`src/hdl/rsd_pkg.sv`:
```
// Shared constants, types and microprogram for the RLE stream decoder.
package rsd_pkg;

  localparam int BUFFER_CAPACITY = 262144;
  localparam int PACK_BYTES      = 8;
  localparam int CNT_W           = 19;
  localparam int COUNT_MAX       = (1 << CNT_W) - 1;
  localparam int STORE_LIMIT     = (BUFFER_CAPACITY < COUNT_MAX) ? BUFFER_CAPACITY : COUNT_MAX;
  localparam int ROOM_W          = CNT_W + 1;
  localparam int RUN_W           = 8;
  localparam int CHUNK_W         = 4;
  localparam int OFFSET_W        = 18;
  localparam int REPEAT_BIAS     = 3;
  localparam int LITERAL_FLAG    = 7;

  typedef enum logic [2:0] {
    PH_HEADER,
    PH_CONTROL,
    PH_LITERAL,
    PH_REPEAT,
    PH_DONE
  } phase_t;

  typedef logic [2:0] upc_t;

  localparam upc_t S_FETCH = 3'd0;
  localparam upc_t S_DISP  = 3'd1;
  localparam upc_t S_HDR   = 3'd2;
  localparam upc_t S_CTL   = 3'd3;
  localparam upc_t S_LIT   = 3'd4;
  localparam upc_t S_REP   = 3'd5;
  localparam upc_t S_EMIT  = 3'd6;

  typedef enum logic [2:0] {
    OP_NOP,
    OP_LOAD,
    OP_HDR,
    OP_CTL,
    OP_LIT,
    OP_REP,
    OP_EMIT
  } op_t;

  typedef enum logic [1:0] {
    JC_ALWAYS,
    JC_ACCEPT,
    JC_PHASE,
    JC_EMIT
  } jcond_t;

  typedef struct packed {
    logic   in_rdy;
    op_t    op;
    jcond_t cond;
    upc_t   target;
  } cword_t;

  typedef struct packed {
    logic   accept;
    phase_t phase;
    logic   emit_end;
  } seq_stat_t;

  function automatic cword_t ucode(upc_t addr);
    cword_t cw;
    case (addr)
      S_FETCH: cw = '{in_rdy: 1'b1, op: OP_LOAD, cond: JC_ACCEPT, target: S_DISP};
      S_DISP:  cw = '{in_rdy: 1'b0, op: OP_NOP,  cond: JC_PHASE,  target: S_FETCH};
      S_HDR:   cw = '{in_rdy: 1'b0, op: OP_HDR,  cond: JC_ALWAYS, target: S_FETCH};
      S_CTL:   cw = '{in_rdy: 1'b0, op: OP_CTL,  cond: JC_ALWAYS, target: S_FETCH};
      S_LIT:   cw = '{in_rdy: 1'b0, op: OP_LIT,  cond: JC_ALWAYS, target: S_EMIT};
      S_REP:   cw = '{in_rdy: 1'b0, op: OP_REP,  cond: JC_ALWAYS, target: S_EMIT};
      S_EMIT:  cw = '{in_rdy: 1'b0, op: OP_EMIT, cond: JC_EMIT,   target: S_FETCH};
      default: cw = '{in_rdy: 1'b0, op: OP_NOP,  cond: JC_ALWAYS, target: S_FETCH};
    endcase
    return cw;
  endfunction

  function automatic upc_t phase_entry(phase_t ph);
    upc_t a;
    case (ph)
      PH_HEADER:  a = S_HDR;
      PH_CONTROL: a = S_CTL;
      PH_LITERAL: a = S_LIT;
      PH_REPEAT:  a = S_REP;
      default:    a = S_FETCH;
    endcase
    return a;
  endfunction

endpackage

```
`src/hdl/rsd_if.sv`:
```
// Stream channel interfaces for compressed input bytes and decoded output words.
interface rsd_in_if;
  logic       valid;
  logic       ready;
  logic       stream_start;
  logic [7:0] data_byte;

  modport source (output valid, output stream_start, output data_byte, input ready);
  modport sink (input valid, input stream_start, input data_byte, output ready);
endinterface

interface rsd_out_if;
  logic                          valid;
  logic                          ready;
  logic [8*rsd_pkg::PACK_BYTES-1:0] packed_bytes;
  logic [rsd_pkg::CHUNK_W-1:0]   byte_count;
  logic [rsd_pkg::OFFSET_W-1:0]  out_offset;
  logic                          item_last;
  logic                          stream_done;
  logic                          overflow;

  modport source (output valid, output packed_bytes, output byte_count, output out_offset,
                  output item_last, output stream_done, output overflow, input ready);
  modport sink (input valid, input packed_bytes, input byte_count, input out_offset,
                input item_last, input stream_done, input overflow, output ready);
endinterface

```
`src/hdl/rsd_seq.sv`:
```
// Microcode sequencer: step counter, control ROM and conditional jump logic.
module rsd_seq (
  input  logic               clk,
  input  logic               rst_n,
  input  rsd_pkg::seq_stat_t stat,
  output rsd_pkg::cword_t    cw
);

  rsd_pkg::upc_t upc_r;
  rsd_pkg::upc_t upc_nxt;

  assign cw = rsd_pkg::ucode(upc_r);

  always_comb begin
    case (cw.cond)
      rsd_pkg::JC_ALWAYS: upc_nxt = cw.target;
      rsd_pkg::JC_ACCEPT: upc_nxt = stat.accept ? cw.target : upc_r;
      rsd_pkg::JC_PHASE:  upc_nxt = rsd_pkg::phase_entry(stat.phase);
      rsd_pkg::JC_EMIT:   upc_nxt = stat.emit_end ? cw.target : upc_r;
      default:            upc_nxt = rsd_pkg::S_FETCH;
    endcase
  end

  always_ff @(posedge clk) begin
    if (!rst_n) begin
      upc_r <= rsd_pkg::S_FETCH;
    end else begin
      upc_r <= upc_nxt;
    end
  end

endmodule

```
`src/hdl/rle_stream_decoder.sv`:
```
// RLE stream decoder top level: datapath, output register and sequencer instance.
// Each compressed byte passes through a microprogram of fetch, dispatch and one
// operation step (none once the stream is done); a literal or repeat value byte
// then adds an emit step that sends ceil(stored/8) packed words, where stored is the
// number of run bytes kept in the buffer range. The emit step loads one packed word
// per cycle into the single output register, so a stalled output stretches that
// step. The next byte is taken while the last word of the previous one waits.
module rle_stream_decoder (
  input logic       clk,
  input logic       rst_n,
  rsd_in_if.sink    in_ch,
  rsd_out_if.source out_ch
);

  localparam int PB = rsd_pkg::PACK_BYTES;

  rsd_pkg::cword_t    cw;
  rsd_pkg::seq_stat_t stat;

  rsd_pkg::phase_t                phase_r, phase_nxt;
  logic [1:0]                     hdr_r, hdr_nxt;
  logic [31:0]                    target_r, target_nxt;
  logic [rsd_pkg::CNT_W-1:0]      count_r, count_nxt;
  logic [rsd_pkg::RUN_W-1:0]      lit_r, lit_nxt;
  logic [rsd_pkg::RUN_W-1:0]      rep_r, rep_nxt;
  logic                           ovf_r, ovf_nxt;
  logic [rsd_pkg::RUN_W-1:0]      left_r, left_nxt;
  logic [rsd_pkg::CNT_W-1:0]      pos_r, pos_nxt;
  logic [7:0]                     byte_r, byte_nxt;
  logic                           oval_r, oval_nxt;
  logic [8*PB-1:0]                odata_r, odata_nxt;
  logic [rsd_pkg::CHUNK_W-1:0]    ocnt_r, ocnt_nxt;
  logic [rsd_pkg::OFFSET_W-1:0]   ooff_r, ooff_nxt;
  logic                           olast_r, olast_nxt;
  logic                           odone_r, odone_nxt;
  logic                           oovf_r, oovf_nxt;

  logic                           accept;
  logic                           out_busy;
  logic [rsd_pkg::RUN_W-1:0]      run_n;
  logic [rsd_pkg::ROOM_W-1:0]     room;
  logic                           in_range;
  logic [rsd_pkg::RUN_W-1:0]      stored;
  logic [rsd_pkg::ROOM_W-1:0]     sum;
  logic [rsd_pkg::CNT_W-1:0]      cnt_new;
  rsd_pkg::phase_t                fin_phase;
  logic [rsd_pkg::CHUNK_W-1:0]    chunk;
  logic [8*PB-1:0]                lanes;
  logic [rsd_pkg::RUN_W-1:0]      lit_dec;

  assign accept      = in_ch.valid && cw.in_rdy;
  assign in_ch.ready = cw.in_rdy;
  assign out_busy    = oval_r && !out_ch.ready;

  assign stat.accept   = accept;
  assign stat.phase    = phase_r;
  assign stat.emit_end = (left_r == '0) || (!out_busy && (left_r <= rsd_pkg::RUN_W'(PB)));

  rsd_seq u_seq (
    .clk   (clk),
    .rst_n (rst_n),
    .stat  (stat),
    .cw    (cw)
  );

  // run setup shared by literal and repeat steps
  always_comb begin
    run_n    = (cw.op == rsd_pkg::OP_LIT) ? rsd_pkg::RUN_W'(1) : rep_r;
    in_range = {1'b0, count_r} < rsd_pkg::ROOM_W'(rsd_pkg::STORE_LIMIT);
    room     = rsd_pkg::ROOM_W'(rsd_pkg::STORE_LIMIT) - {1'b0, count_r};
    if (!in_range) begin
      stored = '0;
    end else if (room < rsd_pkg::ROOM_W'(run_n)) begin
      stored = room[rsd_pkg::RUN_W-1:0];
    end else begin
      stored = run_n;
    end
    sum       = {1'b0, count_r} + rsd_pkg::ROOM_W'(run_n);
    cnt_new   = (sum > rsd_pkg::ROOM_W'(rsd_pkg::COUNT_MAX)) ?
                rsd_pkg::CNT_W'(rsd_pkg::COUNT_MAX) : sum[rsd_pkg::CNT_W-1:0];
    fin_phase = (32'(cnt_new) >= target_r) ? rsd_pkg::PH_DONE : rsd_pkg::PH_CONTROL;
    lit_dec   = lit_r - rsd_pkg::RUN_W'(1);
  end

  always_comb begin
    chunk = (left_r < rsd_pkg::RUN_W'(PB)) ? left_r[rsd_pkg::CHUNK_W-1:0] :
            rsd_pkg::CHUNK_W'(PB);
    for (int i = 0; i < PB; i++) begin
      lanes[8*i +: 8] = (rsd_pkg::CHUNK_W'(i) < chunk) ? byte_r : 8'h00;
    end
  end

  always_comb begin
    phase_nxt  = phase_r;
    hdr_nxt    = hdr_r;
    target_nxt = target_r;
    count_nxt  = count_r;
    lit_nxt    = lit_r;
    rep_nxt    = rep_r;
    ovf_nxt    = ovf_r;
    left_nxt   = left_r;
    pos_nxt    = pos_r;
    byte_nxt   = byte_r;
    oval_nxt   = oval_r && !out_ch.ready;
    odata_nxt  = odata_r;
    ocnt_nxt   = ocnt_r;
    ooff_nxt   = ooff_r;
    olast_nxt  = olast_r;
    odone_nxt  = odone_r;
    oovf_nxt   = oovf_r;

    case (cw.op)
      rsd_pkg::OP_LOAD: begin
        if (accept) begin
          byte_nxt = in_ch.data_byte;
          if (in_ch.stream_start) begin
            phase_nxt  = rsd_pkg::PH_HEADER;
            hdr_nxt    = '0;
            target_nxt = '0;
            count_nxt  = '0;
            lit_nxt    = '0;
            rep_nxt    = '0;
            ovf_nxt    = 1'b0;
          end
        end
      end
      rsd_pkg::OP_HDR: begin
        target_nxt = target_r | (32'(byte_r) << {hdr_r, 3'b000});
        hdr_nxt    = hdr_r + 2'd1;
        if (hdr_r == 2'd3) begin
          phase_nxt = (32'(count_r) >= target_nxt) ? rsd_pkg::PH_DONE : rsd_pkg::PH_CONTROL;
        end
      end
      rsd_pkg::OP_CTL: begin
        if (byte_r[rsd_pkg::LITERAL_FLAG]) begin
          lit_nxt   = {1'b0, byte_r[6:0]} + rsd_pkg::RUN_W'(1);
          phase_nxt = rsd_pkg::PH_LITERAL;
        end else begin
          rep_nxt   = byte_r + rsd_pkg::RUN_W'(rsd_pkg::REPEAT_BIAS);
          phase_nxt = rsd_pkg::PH_REPEAT;
        end
      end
      rsd_pkg::OP_LIT, rsd_pkg::OP_REP: begin
        left_nxt  = stored;
        pos_nxt   = count_r;
        count_nxt = cnt_new;
        if (stored < run_n) begin
          ovf_nxt = 1'b1;
        end
        if (cw.op == rsd_pkg::OP_LIT) begin
          lit_nxt = lit_dec;
          if (lit_dec == '0) begin
            phase_nxt = fin_phase;
          end
        end else begin
          rep_nxt   = '0;
          phase_nxt = fin_phase;
        end
      end
      rsd_pkg::OP_EMIT: begin
        if (left_r != '0 && !out_busy) begin
          oval_nxt  = 1'b1;
          odata_nxt = lanes;
          ocnt_nxt  = chunk;
          ooff_nxt  = pos_r[rsd_pkg::OFFSET_W-1:0];
          olast_nxt = (left_r <= rsd_pkg::RUN_W'(PB));
          odone_nxt = (phase_r == rsd_pkg::PH_DONE);
          oovf_nxt  = ovf_r;
          left_nxt  = left_r - rsd_pkg::RUN_W'(chunk);
          pos_nxt   = pos_r + rsd_pkg::CNT_W'(chunk);
        end
      end
      default: begin
      end
    endcase
  end

  always_ff @(posedge clk) begin
    if (!rst_n) begin
      phase_r  <= rsd_pkg::PH_DONE;
      hdr_r    <= '0;
      target_r <= '0;
      count_r  <= '0;
      lit_r    <= '0;
      rep_r    <= '0;
      ovf_r    <= 1'b0;
      left_r   <= '0;
      oval_r   <= 1'b0;
    end else begin
      phase_r  <= phase_nxt;
      hdr_r    <= hdr_nxt;
      target_r <= target_nxt;
      count_r  <= count_nxt;
      lit_r    <= lit_nxt;
      rep_r    <= rep_nxt;
      ovf_r    <= ovf_nxt;
      left_r   <= left_nxt;
      oval_r   <= oval_nxt;
    end
  end

  always_ff @(posedge clk) begin
    pos_r   <= pos_nxt;
    byte_r  <= byte_nxt;
    odata_r <= odata_nxt;
    ocnt_r  <= ocnt_nxt;
    ooff_r  <= ooff_nxt;
    olast_r <= olast_nxt;
    odone_r <= odone_nxt;
    oovf_r  <= oovf_nxt;
  end

  assign out_ch.valid        = oval_r;
  assign out_ch.packed_bytes = odata_r;
  assign out_ch.byte_count   = ocnt_r;
  assign out_ch.out_offset   = ooff_r;
  assign out_ch.item_last    = olast_r;
  assign out_ch.stream_done  = odone_r;
  assign out_ch.overflow     = oovf_r;

endmodule
```
`src/flat_wrapper.sv`:
```
// flat-port wrapper written by rule: the top's interface ports become plain ports
module rle_stream_decoder_flat 
  (clk, rst_n, in_ch_valid, in_ch_stream_start, in_ch_data_byte, in_ch_ready, out_ch_valid, out_ch_packed_bytes, out_ch_byte_count, out_ch_out_offset, out_ch_item_last, out_ch_stream_done, out_ch_overflow, out_ch_ready);
  rsd_in_if in_ch_i ();
  rsd_out_if out_ch_i ();
  input logic clk;
  input logic rst_n;
  input wire logic [$bits(in_ch_i.valid)-1:0] in_ch_valid;
  input wire logic [$bits(in_ch_i.stream_start)-1:0] in_ch_stream_start;
  input wire logic [$bits(in_ch_i.data_byte)-1:0] in_ch_data_byte;
  output wire logic [$bits(in_ch_i.ready)-1:0] in_ch_ready;
  output wire logic [$bits(out_ch_i.valid)-1:0] out_ch_valid;
  output wire logic [$bits(out_ch_i.packed_bytes)-1:0] out_ch_packed_bytes;
  output wire logic [$bits(out_ch_i.byte_count)-1:0] out_ch_byte_count;
  output wire logic [$bits(out_ch_i.out_offset)-1:0] out_ch_out_offset;
  output wire logic [$bits(out_ch_i.item_last)-1:0] out_ch_item_last;
  output wire logic [$bits(out_ch_i.stream_done)-1:0] out_ch_stream_done;
  output wire logic [$bits(out_ch_i.overflow)-1:0] out_ch_overflow;
  input wire logic [$bits(out_ch_i.ready)-1:0] out_ch_ready;
  assign in_ch_i.valid = in_ch_valid;
  assign in_ch_i.stream_start = in_ch_stream_start;
  assign in_ch_i.data_byte = in_ch_data_byte;
  assign in_ch_ready = in_ch_i.ready;
  assign out_ch_valid = out_ch_i.valid;
  assign out_ch_packed_bytes = out_ch_i.packed_bytes;
  assign out_ch_byte_count = out_ch_i.byte_count;
  assign out_ch_out_offset = out_ch_i.out_offset;
  assign out_ch_item_last = out_ch_i.item_last;
  assign out_ch_stream_done = out_ch_i.stream_done;
  assign out_ch_overflow = out_ch_i.overflow;
  assign out_ch_i.ready = out_ch_ready;
  rle_stream_decoder u_core (.clk(clk), .rst_n(rst_n), .in_ch(in_ch_i), .out_ch(out_ch_i));
endmodule
```
`config.mk`:
```
export PLATFORM = sky130hd
export DESIGN_NAME = rle_stream_decoder_flat
export DESIGN_NICKNAME = d
export VERILOG_FILES = /design/src/hdl/rsd_pkg.sv /design/src/hdl/rsd_if.sv /design/src/hdl/rsd_seq.sv /design/src/hdl/rle_stream_decoder.sv /design/src/flat_wrapper.sv
export SDC_FILE = /design/constraint.sdc
export NUM_CORES = 1
export LEC_CHECK = 0
export ABC_AREA = 1
export BUFFER_PORTS_ARGS = -buffer_cell sky130_fd_sc_hd__buf_2
export CAP_MARGIN = 10
export CORE_MARGIN = 10
export CORE_UTILIZATION = 33
export DETAILED_ROUTE_END_ITERATION = 10
export SKIP_LAST_GASP = 1
export SYNTH_ARGS = -nofsm -noshare
export SYNTH_HDL_FRONTEND = slang
export SYNTH_SLANG_ARGS = --single-unit
```
`constraint.sdc`:
```
create_clock -name clk -period 10.2 [get_ports clk]
set_clock_uncertainty 0.05 [all_clocks]
set_input_delay 1.02 -clock clk [delete_from_list [all_inputs] [get_ports clk]]
set_output_delay 1.02 -clock clk [all_outputs]
set_load 0.05 [all_outputs]
```
; After elaboration in Yosys (flattened, before gate mapping)
; Cells that the tools add are included.
[word_totals]
regBits = 201
out_inout_bits = 91
inputBits = 13
[op_classes]
eq_ne = 32
reduce_logical = 29
magnitude_cmp = 16
n_mux = 46
addsub = 8
n_bitwise = 1
shifts = 1
[op_table]
columns = operator, n
row1 = 8-bit 2-to-1 mux, 10
row2 = 19-bit 2-to-1 mux, 4
row3 = 19-bit case mux with 2 select lines, 2
row4 = 19-bit by 32-bit greater-or-equal comparator with 1-bit output, 2
row5 = 32-bit 2-to-1 mux, 2
row6 = 32-bit case mux with 2 select lines, 1
row7 = 9-bit case mux with 7 select lines, 1
row8 = 8-bit case mux with 3 select lines, 2
row9 = 3-bit case mux with 4 select lines, 3
row10 = 32-bit bitwise OR, 1
row11 = 8-bit by 5-bit left shift with 32-bit output, 1
row12 = 3-bit 2-to-1 mux, 9
row13 = "3-bit equality test, second input constant", 7
row14 = 19-bit by 8-bit adder with 20-bit output, 1
row15 = "20-bit by 19-bit > comparator with 1-bit output, second input constant", 1
row16 = 20-bit by 8-bit < comparator with 1-bit output, 1
row17 = "19-bit by 19-bit subtractor with 20-bit output, first input constant", 1
row18 = 19-bit by 4-bit adder with 19-bit output, 1
row19 = "19-bit < comparator, second input constant", 1
row20 = "3-bit by 2-bit equality test with 1-bit output, second input constant", 6
row21 = 8-bit zero test, 2
row22 = "3-bit by 4-bit < comparator with 1-bit output, first input constant", 4
row23 = 8-bit case mux with 2 select lines, 1
row24 = 5-bit AND reduction, 3
row25 = 34 further kinds, 66

; Logic depth before layout (Yosys ltp)
; Gate-level depths: netlist of the first run.
[depth]
depth_word = 12
ltp_mapped = 28
ltp_nobuf = 28

; By module
; From an unflattened synthesis of the first run, not the netlist that was laid out.
[hier_totals]
hier_cells = 1442
area_unflattened_um2 = 11413.4
[modules_own_cells]
columns = mod, cells_per_inst, seq_area_each_um2, n_inst, area_per_inst_um2
row1 = rle_stream_decoder, 1400, 5094.9, 1, 11168.2
row2 = rsd_seq, 42, 60.1, 1, 245.2

; Least setup slack after synthesis of the first run
; OpenSTA, ideal clock, no wires.
[synth_timing]
kind = register to register
from = register u_core.u_seq.upc_r[2]
to = register u_core.pos_r[0] (netlist bit) (enable)
path_buffers = 2
t_required_ps = 9797
setup_time_ps = 353
stages_incl_launch_ff = 11
arrival_ps = 5689
setup_slack_ps = 4107
synth_period_minus_slack_ps = 6093
path_cell_list = dfxtp_1 buf_4 inv_1 nor2_4 clkinv_1 nor2_1 inv_1 nor2_1 inv_1 nand2_1 buf_2
[synth_between]
elab_chain_cells = 6
elab_cells_between_ends = 15
cone_classes = 10 x eq/ne / 1 x mux / 4 x reduce/logical
[synth_lines]
columns = item, line
row1 = start: declaration, rsd_seq.sv:9  ; rsd_pkg::upc_t upc_r;
row2 = start signal: assignment, rsd_seq.sv:26  ; upc_r <= rsd_pkg::S_FETCH;
row3 = start signal: assignment, rsd_seq.sv:28  ; upc_r <= upc_nxt;
row4 = "3-bit equality test, or another cell as far along", rsd_pkg.sv:66  ; case (addr)
row5 = 9-bit case mux with 7 select lines *, rsd_pkg.sv:66
row6 = 3-bit equality test, rle_stream_decoder.sv:112  ; case (cw.op)
row7 = 2-bit OR reduction, rle_stream_decoder.sv:112
row8 = 2-bit nonzero test (no line), n/a
row9 = 2-bit AND reduction (no line) *, n/a
row10 = end signal: assignment, rle_stream_decoder.sv:203  ; pos_r <= pos_nxt;
row11 = end: declaration, rle_stream_decoder.sv:28  ; logic [rsd_pkg::CNT_W-1:0] pos_r, pos_nxt;
; Every way passes the cells marked *; elsewhere a longest branch is shown, timed or not.
; A chain may end at the register's enable or synchronous reset.

; Worst setup path in the final report of the first run
[layout_timing]
from = register u_core.u_seq.upc_r[2]
to = register u_core.phase_r[0]
[layout_between]
elab_chain_cells = 12
elab_cells_between_ends = 30
cone_classes = 1 x add/sub / 2 x order compare / 15 x eq/ne / 7 x mux / 5 x reduce/logical
[layout_lines]
columns = item, line
row1 = "3-bit equality test, or another cell as far along", rsd_pkg.sv:66
row2 = 9-bit case mux with 7 select lines *, rsd_pkg.sv:66
row3 = 3-bit equality test, "rle_stream_decoder.sv:68, rle_stream_decoder.sv:112, rle_stream_decoder.sv:150"
row4 = 8-bit 2-to-1 mux, rle_stream_decoder.sv:68  ; run_n = (cw.op == rsd_pkg::OP_LIT) ? rsd_pkg::RUN_W'(1) : rep_r;
row5 = 19-bit by 8-bit adder with 20-bit output, rle_stream_decoder.sv:78  ; sum = {1'b0, count_r} + rsd_pkg::ROOM_W'(run_n);
row6 = 20-bit by 19-bit > comparator with 1-bit output, rle_stream_decoder.sv:79  ; cnt_new = (sum > rsd_pkg::ROOM_W'(rsd_pkg::COUNT_MAX)) ?
row7 = 19-bit 2-to-1 mux, rle_stream_decoder.sv:79
row8 = 19-bit by 32-bit greater-or-equal comparator with 1-bit output, rle_stream_decoder.sv:81  ; fin_phase = (32'(cnt_new) >= target_r) ? rsd_pkg::PH_DONE : rsd_pkg::PH_CONTROL;
row9 = 3-bit 2-to-1 mux, rle_stream_decoder.sv:81
row10 = 3-bit 2-to-1 mux, rle_stream_decoder.sv:152  ; if (lit_dec == '0) begin
row11 = 3-bit 2-to-1 mux, rle_stream_decoder.sv:150  ; if (cw.op == rsd_pkg::OP_LIT) begin
row12 = 3-bit case mux with 4 select lines, rle_stream_decoder.sv:112
row13 = end signal: assignment, rle_stream_decoder.sv:180  ; phase_r <= rsd_pkg::PH_DONE;
row14 = end signal: assignment, rle_stream_decoder.sv:190  ; phase_r <= phase_nxt;
row15 = end: declaration, rle_stream_decoder.sv:20  ; rsd_pkg::phase_t phase_r, phase_nxt;
; Every way passes the cells marked *; elsewhere a longest branch is shown, timed or not. The select of a mux whose other input is x is not followed.

==> results.tsv, run 1 <==
stage	metric	value	unit
run_status	outcome	complete, no violations	
power_and_ir_drop	Max VDD drop	0.119	mV
global_routing	GRT Total Usage	14.4	%
clock_network	CTS Hold Buffers Added	0	
finish	Layout Nets	1540	
logic_synthesis	Cells after Synth	1371	
floorplan	starting density of the core	33.5	%
flow_run	max cap viols	0	
logic_synthesis	ys async rst share	0	%
finish	area delta synth->final	14.3	%
logic_synthesis	post-synth top area cell	edfxtp_1	
clock_network	TritonCTS clock tree	built	
timing	Slew HR	22.9	%
logic_synthesis	Post-Syn Area	11300	um^2
clock_network	Setup Fix Bufs, Post-CTS	0	
clock_network	H-tree depth	4	
worst_setup_path	crit path DAT	4.38	ns
routing	final WL	30100	um
timing	final period utilization	40.4	%
power_and_ir_drop	Comb power frac	7.8	%
worst_setup_path	CP Class	register to register	
worst_setup_path	setup slack, reg-to-reg	6.08	ns
floorplan	Die H	205	um
logic_synthesis	Mapped Avg Cell Area	8.24	um^2
clock_network	Num CTS Buffers	17	
routing	Wirelength per Cell	15.7	um
power_and_ir_drop	Switching Share	29.0	%
timing	Peak Freq	242	MHz
logic_synthesis	syn_nets	1453	
worst_setup_path	CP dominant cell by count	nand2_1	
placement	Port Buffers	103	
timing	Worst Max-Slew Pin Slew	1.15	ns
floorplan	Core Footprint	33700	um^2
timing	final hold vios	0	
logic_synthesis	Post-synth EDFFs	115	
placement	Detail Placement HPWL	22500	um
clock_network	clk root buf	clkbuf_16	
logic_synthesis	post-synth top area share	30.6	%
logic_synthesis	synth top area cells	edfxtp_1, dfxtp_1, nand2_1	
routing	via count	9386	
power_and_ir_drop	clock share of power	43.2	%
clock_network	post-cts sizing count	0	
power_and_ir_drop	sequential power share	49.0	%
routing	initial DRC count	703	
worst_setup_path	Worst Setup End Kind	register	
finish	fin util	38.3	%
global_routing	gr ovfl total	0	
timing	min cycle time layout	4.12	ns
routing	Residual DRC	0	
global_routing	first-pass GRT wire length	48900	um
worst_setup_path	Worst EP required	10.46	ns
clock_network	clock tree buffer depth	2	
timing	Final Slew Violations	0	
worst_setup_path	CP startpoint kind	register	
logic_synthesis	count of cell types in the netlist	60	
clock_network	CTS clk-pin slew, worst paths	0.10	ns
worst_setup_path	CP peak stage delay	0.56	ns
clock_network	Clock Latency Late Sink	0.46	ns
logic_synthesis	Seq cells post-synth	200	
floorplan	row cnt	67	
global_routing	vias in the first global route	8983	
logic_synthesis	sequential area share after synthesis	45.6	%
min_path	Min-Delay Path Class	register to register	
floorplan	number of I/O pins	104	
logic_synthesis	YS warnings	0	
routing	post-route ant nets	0	
timing	Setup Viol. Count Final	0	
timing	RSZ-0062 raised after global routing	no	
placement	Final GP Congestion	0.884	
finish	diode count	0	
global_routing	initial antenna violation count	0	
floorplan	die width	205	um
routing	Initial DRT Pass Iterations	7	
clock_network	CTS sink count	200	
logic_synthesis	top_reg_cell synth	edfxtp_1	
power_and_ir_drop	P_int	1.26	mW
power_and_ir_drop	static leakage	5.47	nW
finish	share of cells above drive strength 1	14.4	%
routing	DR vias/cell	4.89	
global_routing	largest net degree at the start of global routing	90	
worst_setup_path	Worst path slowest cell	dfxtp_1	
worst_setup_path	peak fanout along the critical path	6	
power_and_ir_drop	Net Sw Power	0.512	mW
floorplan	die area	42100	um^2
timing	setup tns final	0	ns
power_and_ir_drop	Power Density	137	nW/um^2
Yosys cell counts (2+ instances only):
cell type and n:
nand2_1 277, nor2_1 164, inv_1 156, a21oi_1 120, edfxtp_1 115, dfxtp_1 85
o21ai_0 78, ha_1 68, nor3_1 38, clkbuf_1 34, nand3_1 32, xor2_1 25
nand2_2 16, o21bai_1 14, nand4_1 13, nor2_2 13, xnor2_1 12, a31oi_1 9
clkinv_1 8, inv_2 8, nor4_1 7, nor2_4 6, o22ai_1 6, o211ai_1 5
o21ai_1 5, a211oi_2 4, buf_2 4, a211oi_1 3, a21boi_0 3, nand3_2 3
o21ai_2 3, o31ai_1 3, buf_6 2, nand2_4 2, nand3_4 2, nor2_8 2
o21a_1 2, or2_2 2
registers in the layout (all words and copies together) (netlist names), 18 cells and up:
| signal | flops |
|---|---|
| u_core.out_ch.out_offset | 18 |
| u_core.count_r | 19 |
| u_core.out_ch.packed_bytes | 64 |
| u_core.target_r | 32 |
| u_core.pos_r | 18 |
worst paths after layout:
path / start / endpoint / depth (start not counted)
hold / removal: u_core.pos_r[3] / u_core.out_ch.out_offset[3] / 0
setup reg to reg: u_core.u_seq.upc_r[2] / u_core.phase_r[0] / 27
setup / recovery: u_core.u_seq.upc_r[2] / u_core.phase_r[0] / 27
hold reg to reg: u_core.pos_r[3] / u_core.out_ch.out_offset[3] / 0
per-layer routing:
| layer | part of all wire [%] | vias to the layer above | global-route usage [%] |
|---|---|---|---|
| met5 | 0 | - | 0 |
| met4 | 1.4 | 0 | 3.94 |
| met3 | 4.8 | 26 | 2.10 |
| met2 | 45 | 215 | 22.8 |
| met1 | 48 | 4395 | 20.1 |
| li1 | - | 4750 | - |
power groups by stage:
stage               combinational [mW]  sequential [mW]  clock [mW]
global placement                 0.136            0.885           0
detailed placement               0.137            0.885           0
floorplan                        0.103            0.879           0
global route                     0.156            0.868       0.808
finish                           0.137            0.867       0.764
CTS                              0.138            0.867       0.780
logic make-up after synthesis:
group	count (synthesis)	share of synthesized area, %
simple gates	585	23.1
fa+ha+maj	69	7.71
flops	200	45.6
xor+xnor	37	2.87
buf+inv	215	7.38
compound gates	264	13.3
other cells	1	0.0332
cell type report:
cell class,instances,area [um^2]
Clock buffer,17,425
Timing Repair Buffer,110,568
Multi-Input combinational cell,956,5320
Sequential cell,200,5150
Clock inverter,15,236
Inverter,173,652
Tap cell,448,561
Fill cell,3513,20800
placed cells by master, fill, tap and decap left out, drive strengths merged, types with 2 or more instances in the layout:
cell	instances
o21a	2
o21bai	15
a21boi	3
nor4	8
clkinv	9
buf	110
a211oi	7
o21ai	86
a31oi	9
nand4	13
xor2	25
o31ai	3
o22ai	6
clkbuf	17
inv	179
edfxtp	115
xnor2	12
nand2	296
a21oi	121
ha	68
nor2	185
o211ai	5
or2	3
nand3	37
nor3	39
dfxtp	85
through the flow:
step                total power [mW]  hold WS, ns  worst slack [ns]  std cells  area, um^2
global route                    1.83        0.409              5.65       1919       12900
detailed placement              1.02        0.400              6.10       1887       12300
global placement                1.02        0.400              6.21       1887       12300
floorplan                      0.982        0.358              4.11       1371       11300
finish                          1.77        0.401              6.08       1919       12900
CTS                             1.78        0.399              6.10       1919       12900
worst max-delay path: cells and delay by family, from the launching register on:
family / cells / cell delay, ns
AND/OR/NAND/NOR: 16 / 1.71
adder cells (fa/ha/maj): 3 / 0.66
flip-flops: 1 / 0.56
AO/OA/AOI/OAI: 4 / 0.47
buffers and inverters: 3 / 0.38
XOR/XNOR: 1 / 0.13
No activity file was read; power rests on OpenSTA's default activity.
==> run 2: changes to the inputs <==
==> constraint.sdc (replaced) <==
create_clock -name clk -period 3.4 [get_ports clk]
set_clock_uncertainty 0.05 [all_clocks]
set_input_delay 0.34 -clock clk [delete_from_list [all_inputs] [get_ports clk]]
set_output_delay 0.34 -clock clk [all_outputs]
set_load 0.05 [all_outputs]
==> results.tsv, run 2 (synthesis results as in run 1) <==
stage	metric	value	unit
run_status	outcome	complete, but fails checks	
run_status	failing checks	setup timing	
floorplan	number of I/O pins	104	
floorplan	Die H	205	um
floorplan	die width	205	um
routing	via count	9993	
worst_setup_path	CP Class	register to register	
finish	share of cells above drive strength 1	26.5	%
worst_setup_path	crit path DAT	3.88	ns
worst_setup_path	CP startpoint	u_core.u_seq.upc_r[0]	
clock_network	clk root buf	clkbuf_16	
clock_network	Clock Latency Late Sink	0.46	ns
power_and_ir_drop	Pwr Total	5.34	mW
routing	Initial DRT Pass Iterations	5	
finish	fin util	42.8	%
routing	Residual DRC	0	
power_and_ir_drop	static leakage	6.20	nW
global_routing	largest net degree at the start of global routing	90	
placement	Final GP Congestion	0.865	
min_path	Min-Delay Path Class	input port to register	
worst_setup_path	setup slack, reg-to-reg	-0.20	ns
routing	metal1 wirelength	15100	um
worst_setup_path	Worst R2R End	u_core.phase_r[2]	
placement	Detail Placement HPWL	24300	um
placement	Placed Cells	1999	
clock_network	Num CTS Buffers	17	
placement	DP Worst Slack	-0.347	ns
worst_setup_path	Worst Setup End Kind	register	
routing	Max Used Layer	met4	
finish	area delta synth->final	27.5	%
routing	final WL	32600	um
finish	diode count	0	
routing	initial DRC count	778	
worst_setup_path	CP endpoint	u_core.phase_r[2]	
worst_setup_path	Worst EP required	3.69	ns
finish	count of filler cells inserted in the layout	3336	
timing	final period utilization	106	%
timing	Peak Freq	278	MHz
floorplan	starting density of the core	33.5	%
routing	met2 wire length	15400	um
floorplan	row cnt	67	
flow_run	max cap viols	0	
global_routing	first-pass GRT wire length	51300	um
finish	Reg area	5170	um^2
placement	placed cell areas	13100	um^2
global_routing	vias in the first global route	9610	
timing	worst setup margin	-0.196	ns
routing	post-route ant nets	0	
global_routing	initial antenna violation count	0	
timing	min cycle time layout	3.60	ns
clock_network	CTS sink count	200	
routing	met3 WL	1660	um
finish	max reg flops	64	
timing	Final Slew Violations	0	
worst_setup_path	peak fanout along the critical path	7	
finish	most frequent cells in the layout	nand2_1, inv_1, nor2_1	
floorplan	Core Footprint	33700	um^2
worst_setup_path	Critical R2R Launch	u_core.u_seq.upc_r[0]	
clock_network	CTS clk-pin slew, worst paths	0.10	ns
floorplan	die area	42100	um^2
timing	final hold vios	0	
timing	RSZ-0062 raised after global routing	yes	
finish	most common cell after layout, fill and taps aside	nand2_1	
timing	Setup Viol. Count Final	3	
timing	setup tns final	-0.401	ns
global_routing	GRT Total Usage	15.2	%
clock_network	H-tree depth	4	
power_and_ir_drop	Max VDD drop	0.364	mV
finish	Final Cell Area	14400	um^2
routing	DR vias/cell	4.87	
routing	Wirelength per Cell	15.9	um
placement	Port Buffers	103	
worst_setup_path	Worst Reg-to-Reg Cells	26	
timing	Worst Max-Slew Pin Slew	0.980	ns
clock_network	TritonCTS clock tree	built	
finish	Layout Nets	1675	
timing	Slew HR	34.2	%
worst_setup_path	CP startpoint kind	register	
global_routing	gr ovfl total	0	
power_and_ir_drop	Power Density	370	nW/um^2
clock_network	clock tree buffer depth	2	
finish	multi-input logic area	5740	um^2
timing	worst-case hold slack	0.0102	ns
finish	final cell count without fillers	2054	
[run 2: what timing repair did]
action | CTS | global route
buffers inserted | 8 | 11
hold buffers | 4 | 0
resized for setup | 19 | 88
endpoints found under the hold margin | 4 | 0
pin swaps | 14 | 35
setup endpoints to repair | 4 | 8
[run 2: worst max-delay path: stages, from the launching register on]
cell and delay (ns):
dfxtp_4 0.38, nor2_4 0.17, nand2_8 0.10, buf_6 0.15
nand2_4 0.06, nand2_1 0.07, a21oi_1 0.33, o21ai_4 0.09
a21oi_4 0.18, o21bai_4 0.11, nand3_4 0.10, inv_4 0.05
or2_4 0.24, ha_4 0.22, inv_2 0.04, nor2_1 0.03
nor2_1 0.08, nor2_1 0.05, a211oi_1 0.22, o21bai_1 0.09
nand2_1 0.07, nand2_1 0.05, nand2_1 0.07, nand3_2 0.10
a22o_1 0.25, nand2_1 0.06, o211ai_1 0.07
[run 2: layout make-up]
type                    count  share of cell area [%]
multi-input cells         956                    39.8
flip-flops and latches    200                    35.9
repair buffers            245                    11.3
inverters                 173                    4.61
well taps                 448                    3.89
clock buffers              17                    2.95
clock inverters            15                    1.55
[run 2: report_power, final]
part	switching (mW)	internal, mW
sequential	0.0365	2.56
combinational	0.315	0.191
clock	1.19	1.05
[run 2: worst min path at each step]
| stage | startpoint | end | depth (start not counted) |
|---|---|---|---|
| 5_1_grt | in_ch_data_byte[0] | u_core.byte_r[0] | 1 |
| 6_report | in_ch_data_byte[0] | u_core.byte_r[0] | 1 |
| 2_1_floorplan | u_core.ovf_r | u_core.out_ch.overflow | 0 |
| 4_1_cts | in_ch_data_byte[4] | u_core.byte_r[4] | 1 |
| 3_3_place_gp | u_core.ovf_r | u_core.out_ch.overflow | 0 |
| 3_5_place_dp | u_core.ovf_r | u_core.out_ch.overflow | 0 |
[run 2: per-layer routing]
| metal | GRT usage, % | up-vias |
|---|---|---|
| li1 | - | 5004 |
| met1 | 20.1 | 4738 |
| met2 | 25.1 | 222 |
| met3 | 2.65 | 29 |
| met4 | 3.62 | 0 |
| met5 | 0 | - |
